===== src/hw/rtl/tld_pkg.sv =====
// ----------------------------------------------------------------------------
// tld_pkg
// Types and constants shared by the peak detector modules.
// ----------------------------------------------------------------------------
package tld_pkg;

	localparam int SAMPLE_W   = 24;
	localparam int INDEX_W    = 12;
	localparam int DIST_W     = 12;
	localparam int COUNT_W    = 13;
	localparam int CFG_IDX_W  = 2;
	localparam int CFG_DATA_W = 24;

	// result queue between front and back
	localparam int QDEPTH  = 4;
	localparam int QPTR_W  = $clog2(QDEPTH);
	localparam int QCNT_W  = $clog2(QDEPTH + 1);

	// configuration register indexes
	localparam logic [CFG_IDX_W-1:0] REG_THRESHOLD  = 2'd0;
	localparam logic [CFG_IDX_W-1:0] REG_MIN_GAP    = 2'd1;
	localparam logic [CFG_IDX_W-1:0] REG_PEAK_LIMIT = 2'd2;

	localparam logic [DIST_W-1:0]  MIN_GAP_RST    = 12'd1;
	localparam logic [COUNT_W-1:0] PEAK_LIMIT_RST = 13'd4096;

	typedef struct packed {
		logic signed [SAMPLE_W-1:0] sample;
		logic                       last_sample;
	} tld_in_t;

	typedef struct packed {
		logic                       peak_valid;
		logic [INDEX_W-1:0]         peak_index;
		logic signed [SAMPLE_W-1:0] peak_value;
		logic                       end_of_spectrum;
		logic [COUNT_W-1:0]         peak_total;
	} tld_out_t;

	// one queue entry: the words caused by one sample, first always present
	typedef struct packed {
		tld_out_t first;
		logic     has_second;
		tld_out_t second;
	} tld_entry_t;

	typedef struct packed {
		logic       push;
		tld_entry_t entry;
	} tld_push_t;

endpackage


===== src/hw/rtl/tld_front.sv =====
// ----------------------------------------------------------------------------
// tld_front
// Sample window, local maximum test, pending peak and result classification.
// ----------------------------------------------------------------------------
module tld_front import tld_pkg::*; #(
	parameter int MAX_SAMPLES = 4096
) (
	input  logic                  clk,
	input  logic                  arst_n,
	input  logic                  cfg_we,
	input  logic [CFG_IDX_W-1:0]  cfg_index,
	input  logic [CFG_DATA_W-1:0] cfg_data,
	input  logic                  in_valid,
	output logic                  in_stall,
	input  tld_in_t               in_data,
	input  logic                  q_full,
	output tld_push_t             push
);

	localparam int POS_W = $clog2(MAX_SAMPLES + 1);
	localparam int CMP_W = (POS_W > DIST_W) ? POS_W : DIST_W;
	localparam logic [POS_W-1:0] MAX_POS = POS_W'(MAX_SAMPLES);

	logic signed [SAMPLE_W-1:0] threshold_q;
	logic [DIST_W-1:0]          min_gap_q;
	logic [COUNT_W-1:0]         peak_limit_q;

	logic signed [SAMPLE_W-1:0] older_q;
	logic signed [SAMPLE_W-1:0] middle_q;
	logic [POS_W-1:0]           pos_q;
	logic                       pend_q;
	logic [POS_W-1:0]           ppos_q;
	logic signed [SAMPLE_W-1:0] plvl_q;
	logic [COUNT_W-1:0]         cnt_q;

	logic                       take;
	logic                       in_range;
	logic                       is_max;
	logic [POS_W-1:0]           cand_pos;
	logic [POS_W-1:0]           gap;
	logic                       far;
	logic                       accept_peak;
	logic                       replace;
	logic                       emit_prev;
	logic                       n_pend;
	logic [POS_W-1:0]           n_ppos;
	logic signed [SAMPLE_W-1:0] n_plvl;
	logic [COUNT_W-1:0]         n_cnt;
	tld_out_t                   prev_res;
	tld_out_t                   end_res;

	assign in_stall = q_full;
	assign take     = in_valid && !in_stall;

	always_ff @(posedge clk or negedge arst_n) begin
		if (!arst_n) begin
			threshold_q  <= '0;
			min_gap_q    <= MIN_GAP_RST;
			peak_limit_q <= PEAK_LIMIT_RST;
		end else if (cfg_we) begin
			case (cfg_index)
				REG_THRESHOLD:  threshold_q  <= cfg_data;
				REG_MIN_GAP:    min_gap_q    <= cfg_data[DIST_W-1:0];
				REG_PEAK_LIMIT: peak_limit_q <= cfg_data[COUNT_W-1:0];
				default: ;
			endcase
		end
	end

	always_comb begin
		in_range = pos_q < MAX_POS;
		cand_pos = pos_q - POS_W'(1);
		gap      = cand_pos - ppos_q;
		is_max   = in_range && (pos_q >= POS_W'(2)) && (middle_q >= threshold_q) &&
		           (middle_q >= older_q) && (middle_q >= in_data.sample);
		far      = !pend_q || (CMP_W'(gap) >= CMP_W'(min_gap_q));
		accept_peak = is_max && far && (cnt_q < peak_limit_q);
		replace     = is_max && !far && (middle_q > plvl_q);
		emit_prev   = accept_peak && pend_q;

		n_pend = pend_q;
		n_ppos = ppos_q;
		n_plvl = plvl_q;
		n_cnt  = cnt_q;
		if (accept_peak) begin
			n_pend = 1'b1;
			n_ppos = cand_pos;
			n_plvl = middle_q;
			n_cnt  = cnt_q + COUNT_W'(1);
		end else if (replace) begin
			n_ppos = cand_pos;
			n_plvl = middle_q;
		end

		prev_res.peak_valid      = 1'b1;
		prev_res.peak_index      = INDEX_W'(ppos_q);
		prev_res.peak_value      = plvl_q;
		prev_res.end_of_spectrum = 1'b0;
		prev_res.peak_total      = n_cnt;

		if (n_pend) begin
			end_res.peak_valid = 1'b1;
			end_res.peak_index = INDEX_W'(n_ppos);
			end_res.peak_value = n_plvl;
			end_res.peak_total = n_cnt;
		end else begin
			end_res.peak_valid = 1'b0;
			end_res.peak_index = '0;
			end_res.peak_value = '0;
			end_res.peak_total = '0;
		end
		end_res.end_of_spectrum = 1'b1;

		push.push             = take && (emit_prev || in_data.last_sample);
		push.entry.first      = emit_prev ? prev_res : end_res;
		push.entry.has_second = emit_prev && in_data.last_sample;
		push.entry.second     = end_res;
	end

	always_ff @(posedge clk or negedge arst_n) begin
		if (!arst_n) begin
			older_q  <= '0;
			middle_q <= '0;
			pos_q    <= '0;
			pend_q   <= 1'b0;
			ppos_q   <= '0;
			plvl_q   <= '0;
			cnt_q    <= '0;
		end else if (take) begin
			if (in_data.last_sample) begin
				// close the spectrum
				older_q  <= '0;
				middle_q <= '0;
				pos_q    <= '0;
				pend_q   <= 1'b0;
				ppos_q   <= '0;
				plvl_q   <= '0;
				cnt_q    <= '0;
			end else begin
				pend_q <= n_pend;
				ppos_q <= n_ppos;
				plvl_q <= n_plvl;
				cnt_q  <= n_cnt;
				if (in_range) begin
					older_q  <= middle_q;
					middle_q <= in_data.sample;
					pos_q    <= pos_q + POS_W'(1);
				end
			end
		end
	end

	a_end_clears: assert property (@(posedge clk) disable iff (!arst_n)
		(take && in_data.last_sample) |=> (pos_q == '0 && !pend_q && cnt_q == '0))
		else $error("spectrum state not cleared after last sample");

	a_count_le_limit: assert property (@(posedge clk) disable iff (!arst_n)
		(take && accept_peak) |=> (cnt_q <= peak_limit_q || $past(in_data.last_sample)))
		else $error("accepted peaks exceed limit");

endmodule


===== src/hw/rtl/tld_queue.sv =====
// ----------------------------------------------------------------------------
// tld_queue
// Short result queue that decouples the front from the output stage.
// ----------------------------------------------------------------------------
module tld_queue import tld_pkg::*; (
	input  logic       clk,
	input  logic       arst_n,
	input  tld_push_t  push,
	input  logic       pop,
	output logic       full,
	output logic       empty,
	output tld_entry_t head
);

	tld_entry_t         mem_q [QDEPTH];
	logic [QPTR_W-1:0]  wr_q;
	logic [QPTR_W-1:0]  rd_q;
	logic [QCNT_W-1:0]  count_q;
	logic               do_pop;

	assign full   = count_q == QCNT_W'(QDEPTH);
	assign empty  = count_q == '0;
	assign head   = mem_q[rd_q];
	assign do_pop = pop && !empty;

	always_ff @(posedge clk) begin
		if (push.push) begin
			mem_q[wr_q] <= push.entry;
		end
	end

	always_ff @(posedge clk or negedge arst_n) begin
		if (!arst_n) begin
			wr_q    <= '0;
			rd_q    <= '0;
			count_q <= '0;
		end else begin
			if (push.push) begin
				wr_q <= (wr_q == QPTR_W'(QDEPTH - 1)) ? '0 : wr_q + QPTR_W'(1);
			end
			if (do_pop) begin
				rd_q <= (rd_q == QPTR_W'(QDEPTH - 1)) ? '0 : rd_q + QPTR_W'(1);
			end
			case ({push.push, do_pop})
				2'b10:   count_q <= count_q + QCNT_W'(1);
				2'b01:   count_q <= count_q - QCNT_W'(1);
				default: ;
			endcase
		end
	end

	a_no_overflow: assert property (@(posedge clk) disable iff (!arst_n)
		push.push |-> !full)
		else $error("push into full queue");

	a_push_pop_hold: assert property (@(posedge clk) disable iff (!arst_n)
		(push.push && do_pop) |=> $stable(count_q))
		else $error("queue count moved on push with pop");

endmodule


===== src/hw/rtl/tld_back.sv =====
// ----------------------------------------------------------------------------
// tld_back
// Output stage: unpacks queue entries into result words, one per cycle while out_stall is low.
// ----------------------------------------------------------------------------
module tld_back import tld_pkg::*; (
	input  logic       clk,
	input  logic       arst_n,
	input  logic       q_empty,
	input  tld_entry_t q_head,
	output logic       q_pop,
	output logic       out_valid,
	input  logic       out_stall,
	output tld_out_t   out_data
);

	logic     out_valid_q;
	tld_out_t out_q;
	logic     sec_valid_q;
	tld_out_t sec_q;
	logic     load;

	assign load      = !out_valid_q || !out_stall;
	assign q_pop     = load && !sec_valid_q && !q_empty;
	assign out_valid = out_valid_q;
	assign out_data  = out_q;

	always_ff @(posedge clk or negedge arst_n) begin
		if (!arst_n) begin
			out_valid_q <= 1'b0;
			sec_valid_q <= 1'b0;
		end else if (load) begin
			if (sec_valid_q) begin
				out_valid_q <= 1'b1;
				sec_valid_q <= 1'b0;
			end else begin
				out_valid_q <= !q_empty;
				sec_valid_q <= !q_empty && q_head.has_second;
			end
		end
	end

	always_ff @(posedge clk) begin
		if (load) begin
			if (sec_valid_q) begin
				out_q <= sec_q;
			end else if (!q_empty) begin
				out_q <= q_head.first;
				sec_q <= q_head.second;
			end
		end
	end

	a_second_behind_first: assert property (@(posedge clk) disable iff (!arst_n)
		sec_valid_q |-> out_valid_q)
		else $error("second word held without a word on the output");

endmodule


===== src/hw/rtl/thresholded_local_max_peak_detector.sv =====
// ----------------------------------------------------------------------------
// thresholded_local_max_peak_detector
// Takes one sample word per clock cycle while in_stall is low and reports
// local maxima that reach the threshold, spaced at least the minimum spacing
// apart, at most peak_limit per spectrum; a word with last_sample set closes
// the spectrum with an end word. The front holds the three-sample window and
// the pending peak and decides in the cycle of acceptance; a four-entry queue
// carries its results to the output register. A sample that causes two
// result words (a reported peak and the end word) loads the output twice,
// so the sustained rate is one sample per cycle unless the output stalls or
// such pairs arrive faster than the queue drains, in which case in_stall
// rises while the queue is full. The user must write configuration through
// cfg_we/cfg_index/cfg_data only while idle; the block does not enforce it.
// ----------------------------------------------------------------------------
module thresholded_local_max_peak_detector import tld_pkg::*; #(
	parameter int MAX_SAMPLES = 4096
) (
	input  logic                  clk,
	input  logic                  arst_n,
	input  logic                  cfg_we,
	input  logic [CFG_IDX_W-1:0]  cfg_index,
	input  logic [CFG_DATA_W-1:0] cfg_data,
	input  logic                  in_valid,
	output logic                  in_stall,
	input  tld_in_t               in_data,
	output logic                  out_valid,
	input  logic                  out_stall,
	output tld_out_t              out_data
);

	tld_push_t  push;
	logic       q_full;
	logic       q_empty;
	logic       q_pop;
	tld_entry_t q_head;

	tld_front #(
		.MAX_SAMPLES(MAX_SAMPLES)
	) u_front (
		.clk      (clk),
		.arst_n   (arst_n),
		.cfg_we   (cfg_we),
		.cfg_index(cfg_index),
		.cfg_data (cfg_data),
		.in_valid (in_valid),
		.in_stall (in_stall),
		.in_data  (in_data),
		.q_full   (q_full),
		.push     (push)
	);

	tld_queue u_queue (
		.clk   (clk),
		.arst_n(arst_n),
		.push  (push),
		.pop   (q_pop),
		.full  (q_full),
		.empty (q_empty),
		.head  (q_head)
	);

	tld_back u_back (
		.clk      (clk),
		.arst_n   (arst_n),
		.q_empty  (q_empty),
		.q_head   (q_head),
		.q_pop    (q_pop),
		.out_valid(out_valid),
		.out_stall(out_stall),
		.out_data (out_data)
	);

endmodule

===== config.mk =====
export PLATFORM = sky130hd
export DESIGN_NAME = thresholded_local_max_peak_detector
export DESIGN_NICKNAME = d
export VERILOG_FILES = /design/src/hw/rtl/tld_pkg.sv /design/src/hw/rtl/tld_front.sv /design/src/hw/rtl/tld_queue.sv /design/src/hw/rtl/tld_back.sv /design/src/hw/rtl/thresholded_local_max_peak_detector.sv
export SDC_FILE = /design/constraint.sdc
export NUM_CORES = 1
export LEC_CHECK = 0
export ABC_AREA = 1
export CORE_UTILIZATION = 34
export DETAILED_ROUTE_END_ITERATION = 10
export DONT_BUFFER_PORTS = 1
export PLACE_DENSITY = 0.54
export RECOVER_POWER = 50
export SETUP_SLACK_MARGIN = 0.3
export SLEW_MARGIN = 20
export SYNTH_ARGS = -nofsm -noshare
export SYNTH_HDL_FRONTEND = slang
export SYNTH_HIERARCHICAL = 1
export SYNTH_SLANG_ARGS = --single-unit

===== constraint.sdc =====
create_clock -name clk -period 9.8 [get_ports clk]
set_input_delay 1.96 -clock clk [delete_from_list [all_inputs] [get_ports clk]]
set_output_delay 1.96 -clock clk [all_outputs]
set_load 0.01 [all_outputs]

======== Word level (Yosys, flattened, before mapping) ========
Memories as Yosys holds them, arrays and structs flattened.
Cells that the tools add are included.
operators by class
  add/subtract/negate cells ............... 8
  $lt $le $gt $ge ......................... 8
  equality and inequality tests ........... 8
  muxes and demuxes ....................... 28
  bitwise logic cells ..................... 2
  reductions and logical operators ........ 38
operators with widths
  operator               number
  $mux 24                7
  $mux 51                3
  $mux 13                8
  $ge 24x24->1           3
  $mux 37                1
  $add 13x1->13 const B  2
  $gt 24x24->1           1
  $logic_and 1x1->1      16
  $ge 13x12->1           1
  $ge 13x2->1 const B    1
  $lt 13x13->1           1
  $lt 13x13->1 const B   1
  $sub 13x1->13 const B  1
  $sub 13x13->13         1
  $reduce_and 2->1       6
  $eq 2x2->1 const B     4
  $logic_not 1->1        7
  $mux 1                 6
  $pmux 3 s2             1
  $add 2x1->2 const B    2
  $eq 2x1->1 const B     2
  $mux 2                 2
  $reduce_bool 2->1      2
  $add 3x1->3 const B    1
  other kinds (9)        12
word-level totals
  register bits ........................... 272
  memory bits (writable) .................. 408
  input port bits ......................... 56
  logic and storage cells ................. 119
  memories ................................ 1
memory list
  memory         words  width  read ports  clocked after memory_dff  write ports  line             source
  u_queue.mem_q  4      102    1           0                         1            tld_queue.sv:15  tld_entry_t mem_q [QDEPTH];

======== Logic depth before layout (Yosys ltp) ========
  word-level depth ........................ 12
  mapped depth ............................ 37

======== Modules after synthesis ========
The synthesis kept the hierarchy.
by module, submodules not included
  module     times used  cells each  area each (sq um)  seq. area each (sq um)
  tld_queue  1           1261        16912.5            12547.0
  tld_front  1           1719        12226.7            4031.4
  tld_back   1           280         3837.4             3113.0

======== Least setup slack after synthesis ========
No wires, ideal clock.
  path kind ............................... input -> register
  from .................................... input in_data[24] (netlist name)
  to ...................................... memory u_queue/mem_q[3][0] (netlist name), enable pin
  data arrival time ....................... 6.011 ns
  required time ........................... 9.343 ns
  path slack .............................. 3.332 ns
  stages on the path ...................... 19
  path buffers ............................ 2
  cells stage by stage .................... inv_1 ha_1 nand2_1 nor2_1 nand2_1 inv_1 o21ai_0 nand2_1 nor2_1 nand3_1 nand3_1 nand2_1 nor3_4 nand2_2 buf_6 o21ai_1 clkbuf_1 nand2_1 inv_1
RTL lines
  item             line                                       source
  start, declared  thresholded_local_max_peak_detector.sv:25  input tld_in_t in_data,
  end, declared    tld_queue.sv:15

======== Worst setup path in the final report ========
  from .................................... register u_front.pos_q[2]
  to ...................................... memory u_queue/mem_q[2][90] (netlist name), data pin
between the ends
  longest elaborated chain between the ends .. 11
ends and longest elaborated chain
  item                                                          line                              source
  start, declared                                               tld_front.sv:30                   logic [POS_W-1:0] pos_q;
  start signal, assigned                                        tld_front.sv:147                  pos_q <= pos_q + POS_W'(1);
  $sub 13x1->13, or another cell as far along                   tld_front.sv:72                   cand_pos = pos_q - POS_W'(1);
  $sub 13x13->13 / $logic_and 1x1->1 (equally long branches)    tld_front.sv:73, tld_front.sv:74
  $ge 13x12->1 / $logic_and 1x1->1 (equally long branches)      tld_front.sv:76, tld_front.sv:74
  $logic_or 1x1->1 / $logic_and 1x1->1 (equally long branches)  tld_front.sv:76, tld_front.sv:74
  $logic_not 1->1 / $logic_and 1x1->1 (equally long branches)   tld_front.sv:78, tld_front.sv:75
  $logic_and 1x1->1 (2 in series)                               tld_front.sv:78                   replace = is_max && !far && (middle_q > plvl_q);
  $mux 13                                                       tld_front.sv:90                   end else if (replace) begin
  $mux 13                                                       tld_front.sv:85                   if (accept_peak) begin
  $mux 37                                                       tld_front.sv:101                  if (n_pend) begin
  $mux 51 (*)                                                   tld_front.sv:115                  push.entry.first = emit_prev ? prev_res : end_res;
Every way passes the cells marked *; elsewhere a longest branch is shown, timed or not. The select of a mux whose other input is x is not followed.

==> impl_results.md <==
- Worst Hold Class: flop to flop
- Hold path start: u_queue/count_q[2]$_DFFE_PN0P_
- Synth cell types: 48
- CP Max Fanout: 42
- Non-filler cells, final: 4544
- CTS Buf Count: 80
- Largest net degree at the start of global routing: about 220
- Max-slew violation count: approximately 650
- Placed instance area: 33800 µm²
- Power per cell area: approximately 290 nW/µm²
- Max frequency: approximately 0.13 GHz
- Fin crit period: 7.56 ns
- Die ar.: approximately 98000 µm²
- Cell taking the most area after synthesis: edfxtp_1
- Status: complete, but fails checks
- Vias: 21600
- Post-DP HPWL: 51000 µm
- R2r setup slk: 2.24 ns
- Vias in the first global route: 20700
- Die width: approximately 310 µm
- Post-route DRC: 0
- Syn Nets: 3459
- RSZ-0062 raised after global routing: no
- Number of setup buffers added after CTS: 0
- Root buffer cell: clkbuf_16
- Fin Clk Skew: around 0.054 ns
- Fraction of layout cells with a size suffix above 1: 5.52%
- Port bufs: 0
- Grt ovf: 0
- Pleak: 15.4 nW
- Syn-to-layout area delta: 10.3%
- Total track usage: 16.3%
- Clock buffer depth: 3
- Num rows: 113
- Final Hold Fails: 0
- Worst-margin pin slew: approximately 3.7 ns
- CTS tree: built
- Seq/Total Area, Yosys: 59.7%
- Synth top area cells: edfxtp_1 (47%), dfrtp_1 (13%), nand2_1 (11%)
- Drt wl/cell: 17.6 µm
- Most frequent cells after synthesis: nand2_1 (972), edfxtp_1 (514), inv_1 (466)
- CTS sink count: 684
- FFs w/ async S/R, synth: 24.9%
- Antenna Violating Nets Remaining: 0
- Worst skew pair latency: 0.66 ns
- Primary FF master, synth: edfxtp_1
- Power, Total: 10.6 mW
- Launch point of the worst path: u_front/pos_q[2]$_DFFE_PN0P_
- Final period utilization: between 70% and 80%
- Initial antenna violation count: 1
- Worst vdd ir: ~0.21 mV
- Reg-to-Reg Start: u_front/pos_q[2]$_DFFE_PN0P_
- Total core area: between 90000 and 100000 µm²
- Number of synthesized flops with an enable pin: around 510
- Slew HR: -147%
- Io pins: 109
- Routed wire length: 79800 µm
- TNS Setup: 0 ns
- Register bit total from synthesis: 684
- DR iter-0 viols: 1355
- Nature of the critical path startpoint: flop
- Die Y: 313 µm
- Final setup vio count: 0
- Count leader, synth: nand2_1
- Post-CTS Hold Buffers: 0
- Finished Cell Area: 36400 µm²
- Final #Nets: 3411
- Failing checks: capacitance limit, slew limit
- Mapped Avg Cell Area: 10.1 µm²
- Area share of the largest cell type after synthesis: 46.8%
- DRT Pass-1 Iters: 5
- Vias/cell: between 4 and 5
- Setup CP Type: flop to flop
- Cell count after synthesis: 3260
- Yosys warns: 6
- Worst endpoint data arrival time: 7.86 ns
- Max cap viols: 15
- Starting density of the core: 34.5%
- CP Capture Type: flop
- Gpl congestion: between 0.7 and 0.8
- Post-CTS sizing: 0
- Synth Cell Area: 33000 µm²
- H-tree depth: 3
- # placed instances: 4395
- Fillers: approximately 9500
- Worst Path Required: 10.10 ns
- Worst-path clk slew: 0.05 ns
- First-pass GRT wire length: roughly 120000 µm
## sequential cells by signal, summed over array words and instances (netlist names), 24 cells and up
register             cells
u_back/out_data         51
u_front/older_q         24
u_front/threshold_q     24
u_front/middle_q        24
u_front/plvl_q          24
u_queue/mem_q          412
u_back/sec_q            51
## worst max-delay path: stages, from the launching register on
cell and delay [ns]:
dfrtp_1 0.44, nor2_1 0.16, inv_1 0.05, nor2_1 0.14, nand2_1 0.11, nor3_1 0.24, xor2_1 0.18, inv_1 0.08
ha_1 0.34, nand2_1 0.10, o21ai_0 0.32, xor2_1 0.21, ha_1 0.26, a21oi_1 0.13, o21a_1 0.13, nand2_1 0.05
nand2_1 0.07, nand2_1 0.05, nand2_1 0.05, nand3_1 0.08, nand2_1 0.10, nor3_1 0.23, nand2_2 0.18, clkbuf_1 1.68
clkinv_2 1.28, nand2_1 0.23, nand2_1 0.26
## cells in the final DEF (no fill, tap or decap), types with 4 or more instances in the layout
cell and n:
o21ai_1 10, nand2_1 976, buf_4 12, ha_1 141, nor2_2 4, o21bai_1 4, a21oi_1 104, a21o_1 7
o21ai_0 106, inv_1 462, nand3_2 10, o31ai_1 22, o21a_1 7, clkbuf_8 5, edfxtp_1 514, clkinv_16 4
inv_4 5, clkinv_1 10, nand3_1 146, nor2_1 109, bufinv_16 7, nor2_4 4, nand2_2 4, nand4_1 17
o211ai_2 8, dfrtp_1 166, o211ai_1 199, xor2_1 28, nor3_1 19, xnor2_1 5, clkinv_2 16, clkbuf_16 81
clkbuf_1 30
## per-layer routing
layer  vias to the layer above  global-route usage [%]  part of all wire, %
li1                      10800                       -                    -
met1                     10300                    23.6                   50
met2                       385                    25.3                   44
met3                       100                    2.84                  4.3
met4                         0                    3.84                  1.8
met5                         -                       0                    0
## kinds of logic (layout without fill, tap and decap cells)
logic type	after synthesis	count (layout)	share of synthesized area (%)
buffers and inverters	627	645	8.62
adders and majority gates	143	143	5.47
xor gates and xnor gates	33	33	0.876
AOI/OAI and AO/OA	477	477	9.31
DFF	684	684	59.7
and+or+nand+nor	1295	1295	16.0
other	1	2	0.0114
## final timing paths
check / end / depth (start not counted)
worst min register to register: u_queue/count_q[2]$_DFFE_PN0P_ / 2
worst min-delay path: u_queue/count_q[2]$_DFFE_PN0P_ / 2
worst max register to register: u_queue/mem_q[2][90]$_DFFE_PP_ / 26
max in group asynchronous: u_front/min_gap_q[0]$_DFFE_PN1P_ / 0
min in group asynchronous: u_front/peak_limit_q[8]$_DFFE_PN0P_ / 0
worst max-delay path: u_queue/mem_q[2][90]$_DFFE_PP_ / 26
## through the flow
stage	hold slack (ns)	setup slack (ns)	util [%]
3_3_place_gp	0.455	3.07	35.3
5_1_grt	0.482	1.43	38.0
6_report	0.470	2.24	38.0
3_5_place_dp	0.467	3.13	35.3
4_1_cts	0.479	3.40	38.1
2_1_floorplan	0.442	3.33	-
## final cells by class
class | count | area [µm²] | area share, %
Sequential cell | 684 | 19700 | 54.2
Multi-Input combinational cell | 1949 | 10400 | 28.7
Clock buffer | 107 | 2170 | 5.98
Inverter | 474 | 1800 | 4.94
Tap cell | 1265 | 1580 | 4.35
Clock inverter | 41 | 517 | 1.42
Timing Repair Buffer | 23 | 164 | 0.451
Antenna cell | 1 | 2.50 | 0.00688
## report_power, final
group | internal (mW) | switching [mW]
registers | 3.81 | 0.427
logic | 1.06 | 2.26
clock network | 1.77 | 1.23
No activity file was read; power rests on OpenSTA's default activity.
